`src/rcfr_pkg.sv`:
```
// shared types and constants for the relay command frame receiver
// no dependencies
package rcfr_pkg;

  localparam int unsigned POS_W = 6;

  localparam logic [7:0] START_BYTE    = 8'h02;
  localparam logic [7:0] CMD_ALL       = 8'hAA;
  localparam logic [7:0] CMD_SINGLE    = 8'hCC;
  localparam logic [7:0] MIN_FRAME_LEN = 8'd5;
  localparam logic [7:0] FIRST_ARG_POS = 8'd4;

  typedef enum logic [2:0] {
    STATUS_APPLIED     = 3'd0,
    STATUS_SINGLE      = 3'd1,
    STATUS_UNKNOWN_CMD = 3'd2,
    STATUS_CHECK_ERR   = 3'd3,
    STATUS_ID_MISMATCH = 3'd4
  } status_e;

  typedef struct packed {
    status_e    status;
    logic [7:0] relay_state;
    logic [7:0] changed_mask;
    logic [7:0] request_arg;
  } result_t;

endpackage

```
`src/rcfr_parser.sv`:
```
// frame parser: per-byte state update and frame judgment
// depends on rcfr_pkg
module rcfr_parser #(
  parameter int unsigned RELAY_COUNT   = 8,
  parameter int unsigned MAX_FRAME_LEN = 60
) (
  input  logic             clk_i,
  input  logic             rst_ni,
  input  logic             fire_i,
  input  logic [7:0]       byte_i,
  input  logic [7:0]       board_id_i,
  output logic             res_valid_o,
  output rcfr_pkg::result_t res_o
);
  import rcfr_pkg::*;

  localparam logic [7:0] RELAY_MASK = 8'((1 << RELAY_COUNT) - 1);
  localparam logic [POS_W-1:0] TGT_FIRST = POS_W'(4);
  localparam logic [POS_W-1:0] TGT_END   = POS_W'(4 + RELAY_COUNT);
  localparam logic [7:0] MAX_LEN = 8'(MAX_FRAME_LEN);

  logic [POS_W-1:0] pos_q, pos_d;
  logic [7:0] len_q, len_d;
  logic [7:0] dest_q, dest_d;
  logic [7:0] cmd_q, cmd_d;
  logic [7:0] xor_q, xor_d;
  logic [7:0] arg_q, arg_d;
  logic [7:0] tgt_q, tgt_d;
  logic [7:0] relay_q, relay_d;
  logic [POS_W:0] pos_inc;
  logic [2:0] tgt_idx;

  assign pos_inc    = {1'b0, pos_q} + (POS_W+1)'(1);
  assign tgt_idx    = 3'(pos_q - TGT_FIRST);

  always_comb begin
    pos_d       = pos_q;
    len_d       = len_q;
    dest_d      = dest_q;
    cmd_d       = cmd_q;
    xor_d       = xor_q;
    arg_d       = arg_q;
    tgt_d       = tgt_q;
    relay_d     = relay_q;
    res_valid_o = 1'b0;
    res_o.status       = STATUS_UNKNOWN_CMD;
    res_o.changed_mask = 8'd0;
    if (fire_i) begin
      if (pos_q == '0) begin
        if (byte_i == START_BYTE) begin
          xor_d = byte_i;
          pos_d = POS_W'(1);
        end
      end else begin
        xor_d = xor_q ^ byte_i;
        if (pos_q == POS_W'(1)) dest_d = byte_i;
        if (pos_q == POS_W'(2)) len_d = byte_i;
        if (pos_q == POS_W'(3)) cmd_d = byte_i;
        if ({2'b00, pos_q} == FIRST_ARG_POS) arg_d = byte_i;
        if (pos_q >= TGT_FIRST && pos_q < TGT_END) tgt_d[tgt_idx] = byte_i[0];
        if (pos_inc >= (POS_W+1)'(3)) begin
          if (len_d < MIN_FRAME_LEN || len_d > MAX_LEN) begin
            pos_d = '0;
          end else if ({1'b0, pos_inc} != len_d) begin
            pos_d = pos_inc[POS_W-1:0];
          end else begin
            pos_d       = '0;
            res_valid_o = 1'b1;
            if (dest_d != board_id_i) begin
              res_o.status = STATUS_ID_MISMATCH;
            end else if (xor_d != 8'd0) begin
              res_o.status = STATUS_CHECK_ERR;
            end else if (cmd_d == CMD_ALL) begin
              res_o.status       = STATUS_APPLIED;
              relay_d            = (relay_q & ~RELAY_MASK) | (tgt_d & RELAY_MASK);
              res_o.changed_mask = (relay_q ^ relay_d) & RELAY_MASK;
            end else if (cmd_d == CMD_SINGLE) begin
              res_o.status = STATUS_SINGLE;
            end else begin
              res_o.status = STATUS_UNKNOWN_CMD;
            end
          end
        end else begin
          pos_d = pos_inc[POS_W-1:0];
        end
      end
    end
    res_o.relay_state = relay_d;
    res_o.request_arg = arg_d;
  end

  always_ff @(posedge clk_i or negedge rst_ni) begin
    if (!rst_ni) begin
      pos_q   <= '0;
      len_q   <= '0;
      dest_q  <= '0;
      cmd_q   <= '0;
      xor_q   <= '0;
      arg_q   <= '0;
      tgt_q   <= '0;
      relay_q <= '0;
    end else begin
      pos_q   <= pos_d;
      len_q   <= len_d;
      dest_q  <= dest_d;
      cmd_q   <= cmd_d;
      xor_q   <= xor_d;
      arg_q   <= arg_d;
      tgt_q   <= tgt_d;
      relay_q <= relay_d;
    end
  end

  relay_upper_zero_a: assert property (@(posedge clk_i) disable iff (!rst_ni)
    (relay_q & ~RELAY_MASK) == 8'd0)
    else $error("relay bits beyond relay count set");

  pos_bound_a: assert property (@(posedge clk_i) disable iff (!rst_ni)
    {2'b00, pos_q} <= MAX_LEN)
    else $error("frame position beyond maximum length");

  result_needs_fire_a: assert property (@(posedge clk_i) disable iff (!rst_ni)
    res_valid_o |-> fire_i && pos_d == '0)
    else $error("result without consumed byte or without return to hunt");

endmodule

```
`src/rcfr_out_stage.sv`:
```
// result register with valid flag toward the master side
// depends on rcfr_pkg
module rcfr_out_stage (
  input  logic              clk_i,
  input  logic              rst_ni,
  input  logic              load_i,
  input  rcfr_pkg::result_t res_i,
  input  logic              ready_i,
  output logic              valid_o,
  output logic              free_o,
  output rcfr_pkg::result_t res_o
);
  import rcfr_pkg::*;

  logic    valid_q, valid_d;
  result_t res_q;

  assign free_o  = !valid_q || ready_i;
  assign valid_o = valid_q;
  assign res_o   = res_q;

  always_comb begin
    valid_d = valid_q;
    if (load_i) begin
      valid_d = 1'b1;
    end else if (ready_i) begin
      valid_d = 1'b0;
    end
  end

  always_ff @(posedge clk_i or negedge rst_ni) begin
    if (!rst_ni) begin
      valid_q <= 1'b0;
    end else begin
      valid_q <= valid_d;
    end
  end

  always_ff @(posedge clk_i) begin
    if (load_i) res_q <= res_i;
  end

  no_overwrite_a: assert property (@(posedge clk_i) disable iff (!rst_ni)
    load_i |-> free_o)
    else $error("result register overwritten while held");

  changed_only_applied_a: assert property (@(posedge clk_i) disable iff (!rst_ni)
    valid_q && res_q.changed_mask != 8'd0 |-> res_q.status == STATUS_APPLIED)
    else $error("changed mask set on a frame that did not apply relays");

  hold_a: assert property (@(posedge clk_i) disable iff (!rst_ni)
    valid_q && !ready_i |=> valid_q && $stable(res_q))
    else $error("held result changed");

endmodule

```
`src/relay_command_frame_receiver_top.sv`:
```
// top level of the relay command frame receiver
// depends on rcfr_pkg, rcfr_parser and rcfr_out_stage
//
// Takes one received serial byte per cycle on the slave stream and hunts for
// start byte 0x02 frames (id, length, command, arguments, check byte). Each
// completed frame of valid length yields one result transaction: tuser holds
// the status (0 relays applied, 1 single request, 2 unknown command, 3 check
// byte error, 4 id mismatch), tdata the relay states, the changed mask and
// frame byte 4. Bytes outside a frame and frames of bad length give nothing.
// A byte is held in the input register; frame state and result register update
// when it is consumed. A new byte is taken every cycle unless the result
// register is held by a stalled master side. board_id is to be written through
// the config channel while the block is idle; the block does not enforce it.
module relay_command_frame_receiver_top #(
  parameter int unsigned RELAY_COUNT   = 8,
  parameter int unsigned MAX_FRAME_LEN = 60
) (
  input  logic        clk_i,
  input  logic        rst_ni,
  input  logic        s_axis_tvalid,
  output logic        s_axis_tready,
  input  logic [7:0]  s_axis_tdata,   // [7:0] rx_byte
  output logic        m_axis_tvalid,
  input  logic        m_axis_tready,
  output logic [23:0] m_axis_tdata,   // [7:0] relay_state, [15:8] changed_mask, [23:16] request_arg
  output logic [2:0]  m_axis_tuser,   // [2:0] status
  input  logic        cfg_valid_i,
  output logic        cfg_ready_o,
  input  logic [7:0]  cfg_data_i      // board_id
);
  import rcfr_pkg::*;

  logic       in_valid_q, in_valid_d;
  logic [7:0] byte_q;
  logic [7:0] board_id_q;
  logic       fire;
  logic       out_free;
  logic       res_valid;
  result_t    res;
  result_t    out_res;

  assign fire          = in_valid_q && out_free;
  assign s_axis_tready = !in_valid_q || fire;
  assign cfg_ready_o   = 1'b1;

  always_comb begin
    in_valid_d = in_valid_q;
    if (s_axis_tvalid && s_axis_tready) begin
      in_valid_d = 1'b1;
    end else if (fire) begin
      in_valid_d = 1'b0;
    end
  end

  always_ff @(posedge clk_i or negedge rst_ni) begin
    if (!rst_ni) begin
      in_valid_q <= 1'b0;
      board_id_q <= 8'd0;
    end else begin
      in_valid_q <= in_valid_d;
      if (cfg_valid_i) board_id_q <= cfg_data_i;
    end
  end

  always_ff @(posedge clk_i) begin
    if (s_axis_tvalid && s_axis_tready) byte_q <= s_axis_tdata;
  end

  rcfr_parser #(
    .RELAY_COUNT  (RELAY_COUNT),
    .MAX_FRAME_LEN(MAX_FRAME_LEN)
  ) u_parser (
    .clk_i      (clk_i),
    .rst_ni     (rst_ni),
    .fire_i     (fire),
    .byte_i     (byte_q),
    .board_id_i (board_id_q),
    .res_valid_o(res_valid),
    .res_o      (res)
  );

  rcfr_out_stage u_out (
    .clk_i  (clk_i),
    .rst_ni (rst_ni),
    .load_i (res_valid),
    .res_i  (res),
    .ready_i(m_axis_tready),
    .valid_o(m_axis_tvalid),
    .free_o (out_free),
    .res_o  (out_res)
  );

  assign m_axis_tdata = {out_res.request_arg, out_res.changed_mask, out_res.relay_state};
  assign m_axis_tuser = out_res.status;

  empty_ready_a: assert property (@(posedge clk_i) disable iff (!rst_ni)
    !in_valid_q |-> s_axis_tready)
    else $error("input register empty but not ready");

  byte_consumed_a: assert property (@(posedge clk_i) disable iff (!rst_ni)
    in_valid_q && out_free |=> !in_valid_q || $past(s_axis_tvalid))
    else $error("input byte not consumed when result stage free");

  status_range_a: assert property (@(posedge clk_i) disable iff (!rst_ni)
    m_axis_tvalid |-> m_axis_tuser <= 3'd4)
    else $error("status code out of range");

endmodule
```
`config.mk`:
```
export PLATFORM = sky130hd
export DESIGN_NAME = relay_command_frame_receiver_top
export DESIGN_NICKNAME = d
export VERILOG_FILES = /design/src/rcfr_pkg.sv /design/src/rcfr_parser.sv /design/src/rcfr_out_stage.sv /design/src/relay_command_frame_receiver_top.sv
export SDC_FILE = /design/constraint.sdc
export NUM_CORES = 1
export LEC_CHECK = 0
export ABC_AREA = 1
export BUFFER_PORTS_ARGS = -buffer_cell sky130_fd_sc_hd__buf_2
export CAP_MARGIN = 20
export CORE_UTILIZATION = 56
export DETAILED_ROUTE_END_ITERATION = 8
export GPL_TIMING_DRIVEN = 1
export HOLD_SLACK_MARGIN = 0.1
export PLACE_DENSITY = 0.76
export SLEW_MARGIN = 20
export SYNTH_ARGS = -nofsm -noshare
export SYNTH_HDL_FRONTEND = slang
export SYNTH_HIERARCHICAL = 1
export SYNTH_SLANG_ARGS = --single-unit
```
`constraint.sdc`:
```
create_clock -name clk_i -period 5 [get_ports clk_i]
set_input_delay 1.25 -clock clk_i [delete_from_list [all_inputs] [get_ports clk_i]]
set_output_delay 1.25 -clock clk_i [all_outputs]
set_load 0.02 [all_outputs]
```
; Yosys cells after proc, flatten, opt, wreduce, memory -nomap -nowiden
; Index checks and enable logic that the tools add are counted.
[op_classes]
n_mux = 46
bitwise = 6
n_reduce_logical = 18
order_cmp = 7
eq_ne = 10
n_addsub = 2
[op_table]
columns = operator, n
row1 = 8-bit 2-to-1 mux, 25
row2 = 6-bit 2-to-1 mux, 5
row3 = "8-bit equality test, second input constant", 2
row4 = 8-bit XOR, 2
row5 = "6-bit by 2-bit equality test with 1-bit output, second input constant", 2
row6 = 1-bit 2-to-1 mux, 10
row7 = 3-bit 2-to-1 mux, 3
row8 = 8-bit bitwise mux, 1
row9 = "8-bit by 2-bit equality test with 1-bit output, second input constant", 1
row10 = "8-bit by 6-bit > comparator with 1-bit output, second input constant", 1
row11 = "8-bit by 3-bit < comparator with 1-bit output, second input constant", 1
row12 = 7-bit by 8-bit inequality test with 1-bit output, 1
row13 = 8-bit inequality test, 1
row14 = 8-bit nonzero test, 1
row15 = 8-bit OR reduction, 1
row16 = "6-bit by 1-bit adder with 7-bit output, second input constant", 1
row17 = "7-bit by 2-bit >= comparator with 1-bit output, second input constant", 1
row18 = "6-bit by 1-bit equality test with 1-bit output, second input constant", 1
row19 = "6-bit by 3-bit equality test with 1-bit output, second input constant", 1
row20 = "6-bit by 3-bit >= comparator with 1-bit output, second input constant", 1
row21 = 6-bit logical NOT, 1
row22 = "6-bit by 4-bit < comparator with 1-bit output, second input constant", 1
row23 = 6-bit OR reduction, 1
row24 = 5-bit OR reduction, 1
row25 = other kinds (12), 23
[totals]
inputBits = 21
register_bits = 107
out_inout_bits = 30

; Longest topological paths before layout
; Gate-level depths: netlist (run 1).
[logic_depth]
word_depth = 17
mapped_depth = 17
depth_no_buf = 15

; Hierarchy
; Netlist (run 1), hierarchy kept.
[by_module_without_submodules]
columns = mod, cells_each, n_inst, area_per_inst_um2
row1 = rcfr_parser, 539, 1, 3933.8
row2 = rcfr_out_stage, 32, 1, 855.8
row3 = relay_command_frame_receiver_top, 51, 1, 615.6

; Worst setup path before layout (run 1)
; Ideal clock, no wire load.
[synth_timing]
path_kind = input port to output port
from = input m_axis_tready
to = output s_axis_tready
n_path_buf = 0
arrival_time_ns = 1.561
required_ns = 3.750
cell_stages = 4
path_slack_ns = 2.189
cell_sequence = inv_1 nand2_2 inv_1 nand2_1
[synth_via]
elab_chain_cells = 3
[synth_rtl]
columns = element, line
row1 = "start, declared", relay_command_frame_receiver_top.sv:24  ; input logic m_axis_tready,
row2 = 1-bit logical OR, rcfr_out_stage.sv:18  ; assign free_o = !valid_q || ready_i;
row3 = via out_free, relay_command_frame_receiver_top.sv:37  ; logic out_free;
row4 = 1-bit logical AND, relay_command_frame_receiver_top.sv:42  ; assign fire = in_valid_q && out_free;
row5 = 1-bit logical OR, relay_command_frame_receiver_top.sv:43  ; assign s_axis_tready = !in_valid_q || fire;
row6 = "end, declared", relay_command_frame_receiver_top.sv:21  ; output logic s_axis_tready,
; The timed path passes the listed nets, and every way through them passes these cells.

; Worst setup path in the final report (run 1)
[layout_timing]
from = register u_parser.pos_q[4]
to = register u_parser.xor_q[0]
[layout_via]
elab_chain_cells = 3
[layout_rtl]
columns = element, line
row1 = "start, declared", rcfr_parser.sv:22  ; logic [POS_W-1:0] pos_q, pos_d;
row2 = "start signal, assigned", rcfr_parser.sv:103  ; pos_q <= pos_d;
row3 = 6-bit logical NOT (*), rcfr_parser.sv:49  ; if (pos_q == '0) begin
row4 = 2-bit inequality test (no source line), n/a
row5 = 2-bit AND reduction (no source line), n/a
row6 = "end signal, assigned", rcfr_parser.sv:107  ; xor_q <= xor_d;
row7 = "end, declared", rcfr_parser.sv:26  ; logic [7:0] xor_q, xor_d;
; Mark *: on every way between the ends. The rest lies on a longest branch, timed or not.
; A chain may end at the register's enable or synchronous reset.

==> results of run 1 <==
-- per-stage QoR --
stage | cell area (um^2) | cells | power [uW] | setup WS [ps] | util
2_1_floorplan | 5410 | 622 | 2430 | 2190 | -
3_3_place_gp | 5700 | 781 | 2660 | 1830 | 0.614
3_5_place_dp | 5700 | 781 | 2720 | 1720 | 0.614
4_1_cts | 5870 | 797 | 3200 | 1820 | 0.632
5_1_grt | 5870 | 797 | 3470 | 1500 | 0.632
6_report | 5870 | 797 | 3210 | 1780 | 0.632
-- state kept, by name, indices dropped and copies added, names as in the netlist, 6 cells and up --
| signal | cells |
|---|---|
| u_parser/arg_q | 8 |
| u_parser/pos_q | 6 |
| u_parser/xor_q | 8 |
| u_parser/tgt_q | 8 |
| u_parser/dest_q | 8 |
| u_parser/relay_q | 8 |
| u_parser/cmd_q | 8 |
| byte_q | 8 |
| u_out/res_o | 27 |
| u_parser/len_q | 8 |
| board_id_q | 8 |
-- power groups by stage --
stage	Clock, uW	Sequential (uW)	Combinational [uW]
2_1_floorplan	0	1230	1210
4_1_cts	492	1250	1460
3_5_place_dp	0	1270	1450
3_3_place_gp	0	1260	1400
5_1_grt	518	1280	1680
6_report	477	1250	1480
-- final timing paths --
check	endpoint
setup / recovery	u_parser/xor_q[0]
hold / removal	u_parser/tgt_q[6]
max in group asynchronous	u_parser/tgt_q[3]
setup reg to reg	u_parser/xor_q[0]
min in group asynchronous	u_parser/relay_q[6]
hold reg to reg	u_parser/tgt_q[6]
-- worst max-delay path, cell delays in order, from the launching register on --
cell and delay [ps]:
sky130_fd_sc_hd__dfrtp_1 480, sky130_fd_sc_hd__nor2_4 560, sky130_fd_sc_hd__nand3_2 420, sky130_fd_sc_hd__nand2_1 470
sky130_fd_sc_hd__buf_4 340, sky130_fd_sc_hd__nand2_1 370, sky130_fd_sc_hd__inv_1 340, sky130_fd_sc_hd__nand2_1 80
sky130_fd_sc_hd__nand2_1 70
-- layer usage --
layer | share of wire | up-vias | track usage
met2 | 0.48 | 179 | 0.395
met4 | 0.027 | 0 | 0.0992
met5 | 0 | - | 0
met3 | 0.055 | 30 | 0.0494
li1 | - | 2130 | -
met1 | 0.44 | 1991 | 0.313
-- cells in the final DEF, fill, tap and decap left out, drive strengths merged --
| master | netlist | routed |
|---|---|---|
| buf | 13 | 54 |
| nor4 | 3 | 3 |
| nor3 | 3 | 3 |
| dfrtp | 72 | 72 |
| xor2 | 15 | 15 |
| xnor2 | 9 | 9 |
| clkinv | 1 | 2 |
| clkbuf | 11 | 11 |
| nand3 | 25 | 25 |
| o22ai | 2 | 2 |
| ha | 5 | 5 |
| nand3b | 2 | 2 |
| nand4 | 29 | 29 |
| a21oi | 24 | 24 |
| a31oi | 17 | 17 |
| inv | 53 | 57 |
| nor2 | 59 | 59 |
| o21ai | 40 | 40 |
| edfxtp | 35 | 35 |
| conb | 1 | 1 |
| o21bai | 1 | 1 |
| nand2 | 202 | 202 |
-- cells by family (layout without fill, tap and decap cells) --
kind of cell / Yosys count / after routing / share of synthesized area
simple gates: 323 / 323 / 0.273
flops: 107 / 107 / 0.528
buf+inv: 78 / 124 / 0.0655
fa+ha+maj: 5 / 5 / 0.0116
other cells: 1 / 1 / 0.000694
compound gates: 84 / 84 / 0.0826
xor+xnor: 24 / 24 / 0.0389
-- final cells by class --
| cell class | count | area (um^2) | area share |
|---|---|---|---|
| clock buffers | 11 | 131 | 0.0224 |
| repair buffers | 54 | 283 | 0.0482 |
| well taps | 129 | 161 | 0.0275 |
| inverters | 54 | 203 | 0.0345 |
| multi-input cells | 437 | 2200 | 0.375 |
| flip-flops and latches | 107 | 2850 | 0.486 |
| clock inverters | 5 | 37.5 | 0.00640 |
==> results, run 1 <==
- The kind of end point of the critical path is a flop.
- The total number of vias is 4330.
- After floorplanning, the core was divided into 35 placement rows.
- Across the routed clock network, the largest skew measured is 13.1 ps.
- The most common cell in the synthesized netlist is sky130_fd_sc_hd__nand2_1.
- The count of antenna diodes in the layout is 0.
- The initial standard-cell utilization of the core is 0.582.
- Clock latency on the worst-skew pair, taken at its later pin, is between 300 and 400 ps.
- For the worst flop-to-flop path, the logic depth is 8.
- The filler cells instantiated in the layout total 794.
- Of the total power, the share spent switching nets is 0.446.
- At the end of routability-driven placement, the weighted congestion stood at approximately 0.9.
- During I/O placement, the number of pins put on the boundary was 51.
- After synthesis, the cell types taking the most area are sky130_fd_sc_hd__dfrtp_1 33%, sky130_fd_sc_hd__edfxtp_1 19%, sky130_fd_sc_hd__nand2_1 14%.
- The number of antenna violations at the first check in global routing is 0.
- The setup TNS is 0 ps.
- Using the TritonRoute via totals, the vias-per-cell ratio works out to 5.43.
- For this design, the CTS-stage hold fixing added 0 buffers.
- The transition at the pin with the smallest max-transition slack is ~940 ps.
- The first element of the critical path is u_parser/pos_q[4].
- The detailed router's first-iteration violation count is roughly 360.
- The number of instances in the synthesized netlist is 622.
- The flow ran to the end, and the final reports show no timing, DRC or antenna violations.
- The sequential cell area fraction in the yosys report is 0.528.
- The die covers 0.0100 mm^2.
- The post-route clock period utilization is 0.644.
- The worst setup path is launched from a flop.
- The worst ir drop on vdd is 0.277 mV.
- Relative to the synthesized area, the layout overhead comes to 8.54%.
- Synthesis inferred 107 register bits.
- Detailed placement finished with a half-perimeter wire length of 7.99 mm.
- The instance count along the most critical hold path is 2.
- The clock passes through at most 2 buffers.
- The depth of the CTS H-tree is 3.
- For this run, design rule violations remaining after detail routing come to 0.
- The global-route usage over all layers is 0.241.
- In the synthesized netlist the async set-or-reset flop fraction comes to 0.673.
- The via count of the first global-routing pass is 3959.
- Setup violations remaining at the end of the flow were counted as 0.
- After clock tree synthesis, the clock-pin slew on the worst setup and hold paths is 100 ps.
- The total area inside the core boundary comes to ~0.0093 mm^2.
- The critical path data required time is between 5000 and 6000 ps.
- The count of maximum capacitance violations is 0.
- The number of enable flip-flop cells after synthesis is 35.
- Of the total power, the clock network draws 0.149.
- The chip width is around 100 um.
- In the final layout, the share of cells above drive strength 1 is 0.147.
- The share of power burned in combinational logic is 0.461.
- The achievable clock frequency is 310 MHz.
- The number of max-slew violations in the final report is 0.
- The startpoint identified for the worst hold timing path is u_parser/tgt_q[6].
- The routed length per placed instance is approximately 14 um.
- The count of endpoints failing hold in the final timing report came to 0.
- The number of clock sinks is 107.
- In the synthesized netlist, the cells that appear most often are 200 x sky130_fd_sc_hd__nand2_1, 72 x sky130_fd_sc_hd__dfrtp_1, 48 x sky130_fd_sc_hd__inv_1.
- In this run the post-CTS setup repair buffer count came out at 0.
- The cell area that synthesis handed to floorplanning was between 0.005 and 0.006 mm^2.
- The number of different library cells in the post-synthesis netlist is 34.
- The switching power is 1430 uW.
- After layout, the minimum clock period comes to 3220 ps.
- The fraction of post-synthesis cell area in the top cell type by area is 0.333.
- Synthesis produced a netlist with a net count of 648.
- The internal power consumption is 1780 uW.
- The mean area per synthesized cell is 8.69 um^2.
- The remaining number of nets flagged by the antenna check after routing is 0.
- The share of total power dissipated in sequential elements is 0.391.
- For this design the ratio of total power to cell area is 547 mW/mm^2.
- The top flip-flop cell by instance count after synthesis is sky130_fd_sc_hd__dfrtp_1.
- TritonCTS built the clock tree.
- The first global-routing pass estimated 18.8 mm of wire.
- The count of cells resized by post-cts repair is 0.
- Setup repair after global routing left no endpoint under its margin.
- The launch instance of the worst register-to-register path is u_parser/pos_q[4].
- The maximum fanout encountered on the critical timing path is 23.
- The largest total area in the synthesized netlist belongs to sky130_fd_sc_hd__dfrtp_1.
- During synthesis, Yosys emitted a total of 6 warnings.
- The buffer cell driving the clock tree root is sky130_fd_sc_hd__clkbuf_8.
- For this design the static power due to leakage is 0.00277 uW.
- The global-route congestion overflow total is 0.
- After the last flow step, the layout net total stands at between 600 and 700.
- Final hold analysis gives a worst-case slack of 490 ps.
- Buffers inserted during clock tree synthesis total 9.
- The number of detailed-route iterations in the first pass is 5.
- The pin count of the biggest net entering global routing is 41.
- The die is 100 um tall.
- The total wire length after detailed routing is 11.4 mm.
- In this run the tightest slew margin relative to its limit is 0.368.
- For the worst setup path, the data arrival time is around 3500 ps.
- The setup slack on the worst flop-to-flop path is 1780 ps.
- The tightest min-delay check is of the flop to flop type.
- During placement, the flow inserted port buffers numbering 49.
- The type of the worst setup path is flop to flop.
No activity file was read; power rests on OpenSTA's default activity.
==> run 2: changes to the inputs <==
Clock period 5 ns to 3.1 ns, I/O delays scaled along.
==> run 2 against run 1 <==
Non-clock buffer count is 8 higher; fmax is 15% higher; design area is 1.9% higher.
==> results, run 2 (synthesized netlist as in run 1, its figures left out) <==
- The die is approximately 100 um tall.
- The number of buffers added to fix hold violations after cts is 0.
- The maximum fanout encountered on the critical timing path is 16.
- The routed design has about 11 mm of wire.
- The top cell types in the final layout, fill and taps aside, are 200 x sky130_fd_sc_hd__nand2_1, 72 x sky130_fd_sc_hd__dfrtp_1, 49 x sky130_fd_sc_hd__buf_2.
- The count of maximum capacitance violations is 0.
- The final-layout fill cell count is 770.
- The core area is ~0.0093 mm^2.
- The clock arrives with 12.7 ps of skew.
- The via count of the first global-routing pass is 3995.
- Entering global routing, the biggest net connects 45 pins.
- The count of endpoints failing hold in the final timing report is 0.
- The global-route usage over all layers is 0.248.
- At the later pin of the worst-skew pair, clock insertion delay measures 380 ps.
- The number of antenna violations at the first check in global routing is 0.
- CTS saw 107 sinks.
- The worst hold slack is 457 ps.
- The number of detailed-route iterations in the first pass is 4.
- The global-route wire length before repair is 19.2 mm.
- From synthesis to final layout, the design area changed by 10.6%.
- STA puts the critical path data arrival time at 2930 ps.
- For the pin with the worst max-slew slack, the measured transition is approximately 750 ps.
- The library cell used most frequently in the layout, excluding fill and tap cells, is sky130_fd_sc_hd__nand2_1.
- The die is 100 um wide.
- The total number of vias is between 4000 and 5000.
- In the final routed layout, each cell accounts on average for roughly 14 um.
- Clock-pin slew was measured on the worst setup and hold paths at 110 ps.
- The number of max-slew violations in the final report is 0.
- The initial standard-cell utilization of the core is 0.582.
- The count of boundary I/O pins is 51.
- The maximum root-to-sink buffer count is 2.
- The tree is rooted in a sky130_fd_sc_hd__clkbuf_8.
- Post-CTS repair changed the size of 0 cells.
- At the worst endpoint, the required time is approximately 3200 ps.
- The detailed router's first-iteration violation count is 285.
- The number of buffers added for setup after CTS is 0.
- The remaining number of nets flagged by the antenna check after routing is 0.
- Routability-driven placement finished with a final weighted congestion of 0.923.
- Buffers placed on the I/O ports in this run total 49.
- Clock tree synthesis inserted a total of 9 buffers.
- Setup violations remaining at the end of the flow were counted as 0.
- After layout, the minimum clock period comes to 2800 ps.
- Based on the critical path, the design can be clocked at up to 357 MHz.
- The post-DP HPWL is 8.32 mm.
- Setup repair after global routing left no endpoint under its margin.
- The setup path with the least slack is of type flop to flop.
- TritonCTS built the clock tree.
- The initialized floorplan defines 35 standard-cell rows.
- For this run the aggregate overflow at the end of global routing stands at 0.
- Dividing the final minimum period by the clock period gives 0.902.
- The fraction of final layout cells with drive strength greater than 1 is 0.161.
- The layout net count is 697.
- The flow ran to the end, and the final reports show no timing, DRC or antenna violations.
- In the routed design, unresolved DRC markers number 0.
- The area enclosed by the die boundary is 0.0100 mm^2.
- Headroom to the max-slew limit came out at 0.499.
- The tightest min-delay check is of the input port to asynchronous set/reset pin type.
- After detailed routing, the number of vias per cell comes to 5.37.
- The setup TNS is 0 ps.
- The register with the most flip-flops in the layout has 27 of them.
- The depth of the CTS H-tree is 3.
- The cell area power density is between 800 and 900 mW/mm^2.
- STA classifies the critical path startpoint as a flop.
- The kind of end point of the critical path is a flop.
- The leakage dissipation is 0.00281 uW.
- The repair_antennas step left the layout with diodes totalling 0.
- The worst ir drop on vdd is 0.454 mV.
[run 2: changes by cell type in the layout (fill, tap and decap cells not counted), sizes merged]
| cell | before | now |
|---|---|---|
| clkinvlp | 0 | 2 |
| clkinv | 2 | 3 |
| buf | 54 | 62 |
| clkbuf | 11 | 10 |
| inv | 57 | 55 |
[run 2: path summary, 6_finish.rpt]
| check | startpoint | endpoint | slack (ps) | depth (start not counted) |
|---|---|---|---|---|
| max | u_parser/pos_q[0] | u_out/res_o[18] | 300 | 13 |
| min | rst_ni | u_parser/relay_q[5] | 460 | 1 |
| max reg2reg | u_parser/pos_q[0] | u_out/res_o[18] | 300 | 13 |
| min reg2reg | u_parser/tgt_q[2] | u_parser/tgt_q[2] | 490 | 2 |
| max in group asynchronous | rst_ni | u_parser/len_q[0] | 1960 | 2 |
| min in group clk_i | u_parser/tgt_q[2] | u_parser/tgt_q[2] | 490 | 2 |
[run 2: area by class of cell]
| type | count | area, um^2 | share of cell area |
|---|---|---|---|
| flip-flops and latches | 107 | 2850 | 0.477 |
| multi-input cells | 437 | 2200 | 0.369 |
| repair buffers | 62 | 368 | 0.0615 |
| inverters | 54 | 203 | 0.0339 |
| well taps | 129 | 161 | 0.0270 |
| clock buffers | 10 | 128 | 0.0214 |
| clock inverters | 6 | 60.1 | 0.0100 |
[run 2: worst max-delay path: stages (launching register included)]
cell	delay, ps
sky130_fd_sc_hd__dfrtp_1	510
sky130_fd_sc_hd__inv_2	190
sky130_fd_sc_hd__ha_2	310
sky130_fd_sc_hd__nand3_2	230
sky130_fd_sc_hd__nand2_1	200
sky130_fd_sc_hd__nand2_1	80
sky130_fd_sc_hd__nand2_1	100
sky130_fd_sc_hd__nor2_1	50
sky130_fd_sc_hd__nor2_1	80
sky130_fd_sc_hd__nand3_1	180
sky130_fd_sc_hd__nor2_4	200
sky130_fd_sc_hd__nand3_4	230
sky130_fd_sc_hd__nand2_1	130
sky130_fd_sc_hd__nand2_1	70
[run 2: stage by stage]
| step | setup WS, ps | std cells | total power (uW) | area (um^2) | utilization |
|---|---|---|---|---|---|
| CTS | 194 | 805 | 5250 | 5970 | 0.643 |
| global placement | 327 | 789 | 4380 | 5780 | 0.623 |
| finish | 303 | 805 | 5280 | 5980 | 0.644 |
| floorplan | 425 | 622 | 3930 | 5410 | - |
| global route | 8.70 | 805 | 5710 | 5980 | 0.644 |
| detailed placement | 193 | 789 | 4440 | 5780 | 0.623 |
[run 2: per-layer routing]
metal  up-vias  global-route usage  share of wire
met5         -                   0              0
met4         0               0.113          0.029
met3        24              0.0362          0.044
met2       136               0.398           0.47
met1      2025               0.336           0.46
li1       2140                   -              -
[run 2: report_power, final]
group | internal, uW | total, uW | switching, uW
registers | 1800 | 2000 | 207
clock network | 309 | 816 | 506
logic | 828 | 2460 | 1630
==> run 3: changes to the inputs <==
Settings changed: ABC_AREA 1 to default.
==> run 3 against run 2 <==
Wire length down 7.9%; final cell count down 26%; clock-buffer cell count up 1; flip-flop and latch count unchanged; design area down 1.8%; the flow now finishes with violations (design-rule violations); sequential power about the same; clock skew up 5.0 ps; via count down 20%.
==> results, run 3 <==
- No sink is reached through more buffers than the 2 on the longest clock path.
- Dividing the final minimum period by the clock period gives 0.938.
- After detailed routing, the average wire length per cell comes to 17.6 um.
- The depth of the CTS H-tree is 3.
- The count of nets left with antenna violations once routing finished came out at 0.
- TritonCTS built the clock tree.
- The register with the most flip-flops in the layout has 27 of them.
- The number of clock sinks is between 100 and 150.
- Routability-driven placement finished with a final weighted congestion of 0.952.
- The final-layout fill cell count is 703.
- At the pin with the least slew margin, the transition time is between 600 and 700 ps.
- The pin count of the biggest net entering global routing is 28.
- In this run the standard cell core region covers 0.00885 mm^2.
- The number of detailed-route iterations in the first pass is 8.
- Subtracting the final worst setup slack from the clock period gives around 2900 ps.
- The clock edge transition at the registers on the reported setup and hold paths is 110 ps.
- The count of endpoints failing hold in the final timing report is 0.
- Leaving out fill and tap cells, the most frequent cell in the layout is sky130_fd_sc_hd__dfrtp_1.
- The summed instance area of the synthesized netlist is 0.00518 mm^2.
- Wire segments on met3 add up to 420 um in the final route.
- The logic depth of the worst register-to-register path is 10.
- The number of different library cells in the post-synthesis netlist is 56.
- For this run, the top clock speed supported by timing is 344 MHz.
- The routed metal-1 wirelength is 4.78 mm.
- The kind of end point of the critical path is a flop.
- Setup repair after global routing left no endpoint under its margin.
- At the worst endpoint, the required time is 3190 ps.
- After floorplanning, the core was divided into 34 placement rows.
- STA classifies the critical path startpoint as a flop.
- The worst-skew pair later-pin latency is 380 ps.
- The global-route usage over all layers is 0.238.
- In this run the tightest slew margin relative to its limit is 0.551.
- After detailed routing, no signal wire sits above met4.
- In this run, synthesis produced a sequential element count of 107.
- Setup violations remaining at the end of the flow were counted as 0.
- The count of antenna diodes in the layout is 0.
- In this run the vertical extent of the chip is 98.2 um.
- The number of max-slew violations in the final report was 0.
- The initial standard-cell utilization of the core is 0.586.
- The fraction of post-synthesis cell area in the top cell type by area is 0.348.
- In this run the worst hold path is classified as input port to asynchronous set/reset pin.
- Power spread over the standard cell area amounts to 743 mW/mm^2.
- Clock tree synthesis selected as its root buffer the cell sky130_fd_sc_hd__clkbuf_8.
- In this run the count of I/O pins placed on the die edge is 51.
- The endpoint arrival time on the critical path is 3000 ps.
- The worst ir drop on vdd is 0.391 mV.
- The worst-case clock skew is approximately 18 ps.
- The number of instances in the synthesized netlist is 425.
- The total of buffers placed on input and output ports is a little under 50.
- The post-detailed-route via-to-cell ratio is ~5.8.
- The chip width is 98.2 um.
- During synthesis, Yosys emitted a total of 6 warnings.
- Of the cells placed in the final design, the portion with a size suffix greater than 1 is 0.278.
- For this block, the via count after detailed routing is 3442.
- The top cell type by total area after synthesis is sky130_fd_sc_hd__dfrtp_1.
- Once detailed placement completed, the half-perimeter wirelength came to 7.55 mm.
- The global-route congestion overflow total is 0.
- The number of nets in the synthesized netlist is 451.
- The number of enable flip-flop cells after synthesis is 35.
- Ranked by instance count, the synthesized netlist is headed by 72 x sky130_fd_sc_hd__dfrtp_1, 35 x sky130_fd_sc_hd__edfxtp_1, 30 x sky130_fd_sc_hd__mux2_2.
- After routing, the total negative slack on setup checks comes to 0 ps.
- The first global-routing pass estimated 17.8 mm of wire.
- After the first detailed-routing iteration, the DRC count stood at 160.
- The number of antenna violations at the first check in global routing is 0.
- Compared with the post-synthesis result, the final layout area differs by 13.2%.
- The met2 layer wire length in the routed design is 5.07 mm.
- The total wire length after detailed routing is 10.5 mm.
- The layout net count is just over 500.
- Along the worst path, the maximum fanout reaches 15.
- The final reports fail on design-rule violations.
- The area enclosed by the die boundary is 0.00964 mm^2.
- Summing all flip-flop and latch instances after layout gives 0.00285 mm^2.
- The number of design rule violations left after detail routing is 4.
- The leakage dissipation is 0.00259 uW.
- The critical path is of the flop to flop type.
- The top flip-flop cell by instance count after synthesis is sky130_fd_sc_hd__dfrtp_1.
- The number of buffers added for setup after CTS is 0.
- The count of maximum capacitance violations is 0.
- The mean area per synthesized cell is ~12 um^2.
- The number of buffers created by CTS is 9.
- The via count of the first global-routing pass is 3474.
- In the layout the commonest cells are 71 x sky130_fd_sc_hd__dfrtp_1, 49 x sky130_fd_sc_hd__buf_2, 35 x sky130_fd_sc_hd__edfxtp_1.
- The share of flip-flops with an asynchronous set or reset is 0.673.
- Yosys instantiated no cell more often than sky130_fd_sc_hd__dfrtp_1.
- The sequential cell area fraction in the yosys report is 0.551.
- Summing all multi-input logic gate instances after layout gives 0.00215 mm^2.
- After layout, the design draws a total of 4360 uW.
- The flow ran to the end, but the final reports show violations.
- By area the synthesized netlist is led by sky130_fd_sc_hd__dfrtp_1 35%, sky130_fd_sc_hd__edfxtp_1 20%, sky130_fd_sc_hd__mux2_2 6.5%.
## run 3: cell count changes after synthesis, sizes merged, moves of 24 or more
cell	change
mux2i	+24
nand4	-25
nand2	-178
inv	-37
nor2	-44
mux2	+38
## run 3: repair_timing
| action | in CTS | in global routing |
|---|---|---|
| endpoints found under the setup margin | 0 | 39 |
| hold buffers | 0 | 0 |
| resized for setup | 0 | 4 |
## run 3: critical path, stage by stage (launching register included)
cell and delay (ps):
sky130_fd_sc_hd__dfrtp_1 450, sky130_fd_sc_hd__nor4_4 360, sky130_fd_sc_hd__buf_4 220, sky130_fd_sc_hd__a21boi_1 80, sky130_fd_sc_hd__or3_1 310, sky130_fd_sc_hd__a221o_1 360
sky130_fd_sc_hd__nor4_4 290, sky130_fd_sc_hd__buf_4 170, sky130_fd_sc_hd__nand2_1 100, sky130_fd_sc_hd__clkinvlp_4 140, sky130_fd_sc_hd__buf_12 150
## run 3: kinds of logic (layout without fill, tap and decap cells)
| family | count (synthesis) | after routing | share of synthesized area |
|---|---|---|---|
| AND/OR/NAND/NOR | 109 | 109 | 0.125 |
| flip-flops | 107 | 107 | 0.551 |
| AO/OA/AOI/OAI | 69 | 69 | 0.0838 |
| multiplexers | 62 | 62 | 0.135 |
| buffers and inverters | 40 | 104 | 0.0357 |
| XOR/XNOR | 32 | 32 | 0.0570 |
| adder cells (fa/ha/maj) | 5 | 5 | 0.0121 |
| other | 1 | 1 | 0.000724 |
## run 3: metrics by stage
stage               setup slack (ps)  utilization  instance area [um^2]  hold WS (ps)  instances
finish                           191        0.663                  5870           327        597
CTS                              100        0.662                  5850           324        597
floorplan                        114            -                  5180           449        425
detailed placement               111        0.639                  5650           472        581
global route                    1.21        0.663                  5870           349        597
global placement                 202        0.639                  5650           463        581
## run 3: final timing paths
| path | startpoint | to | slack [ps] |
|---|---|---|---|
| worst max-delay path | u_parser/pos_q[3] | u_out/res_o[23] | 190 |
| worst min-delay path | rst_ni | u_parser/len_q[4] | 330 |
| worst max register to register | u_parser/pos_q[3] | u_out/res_o[23] | 190 |
| worst min register to register | u_parser/tgt_q[6] | u_parser/tgt_q[6] | 490 |
| max in group asynchronous | rst_ni | u_parser/pos_q[1] | 2010 |
| min in group clk_i | u_parser/tgt_q[6] | u_parser/tgt_q[6] | 490 |
## run 3: final cells by class
cell class / count / area share
inverter: 16 / 0.0109
tap: 108 / 0.0230
multi-input combinational: 278 / 0.367
timing repair buffer: 72 / 0.0776
clock buffer: 11 / 0.0260
clock inverter: 5 / 0.00874
sequential: 107 / 0.486
## run 3: power by group
| part | switching, uW | internal [uW] | total [uW] |
|---|---|---|---|
| Combinational | 743 | 713 | 1460 |
| Sequential | 257 | 1770 | 2030 |
| Clock | 507 | 363 | 870 |
## run 3: metal layers
layer | GRT usage | vias up
met5 | 0 | -
met4 | 0.0815 | 0
met3 | 0.0365 | 19
met2 | 0.400 | 90
met1 | 0.317 | 1683
li1 | - | 1650
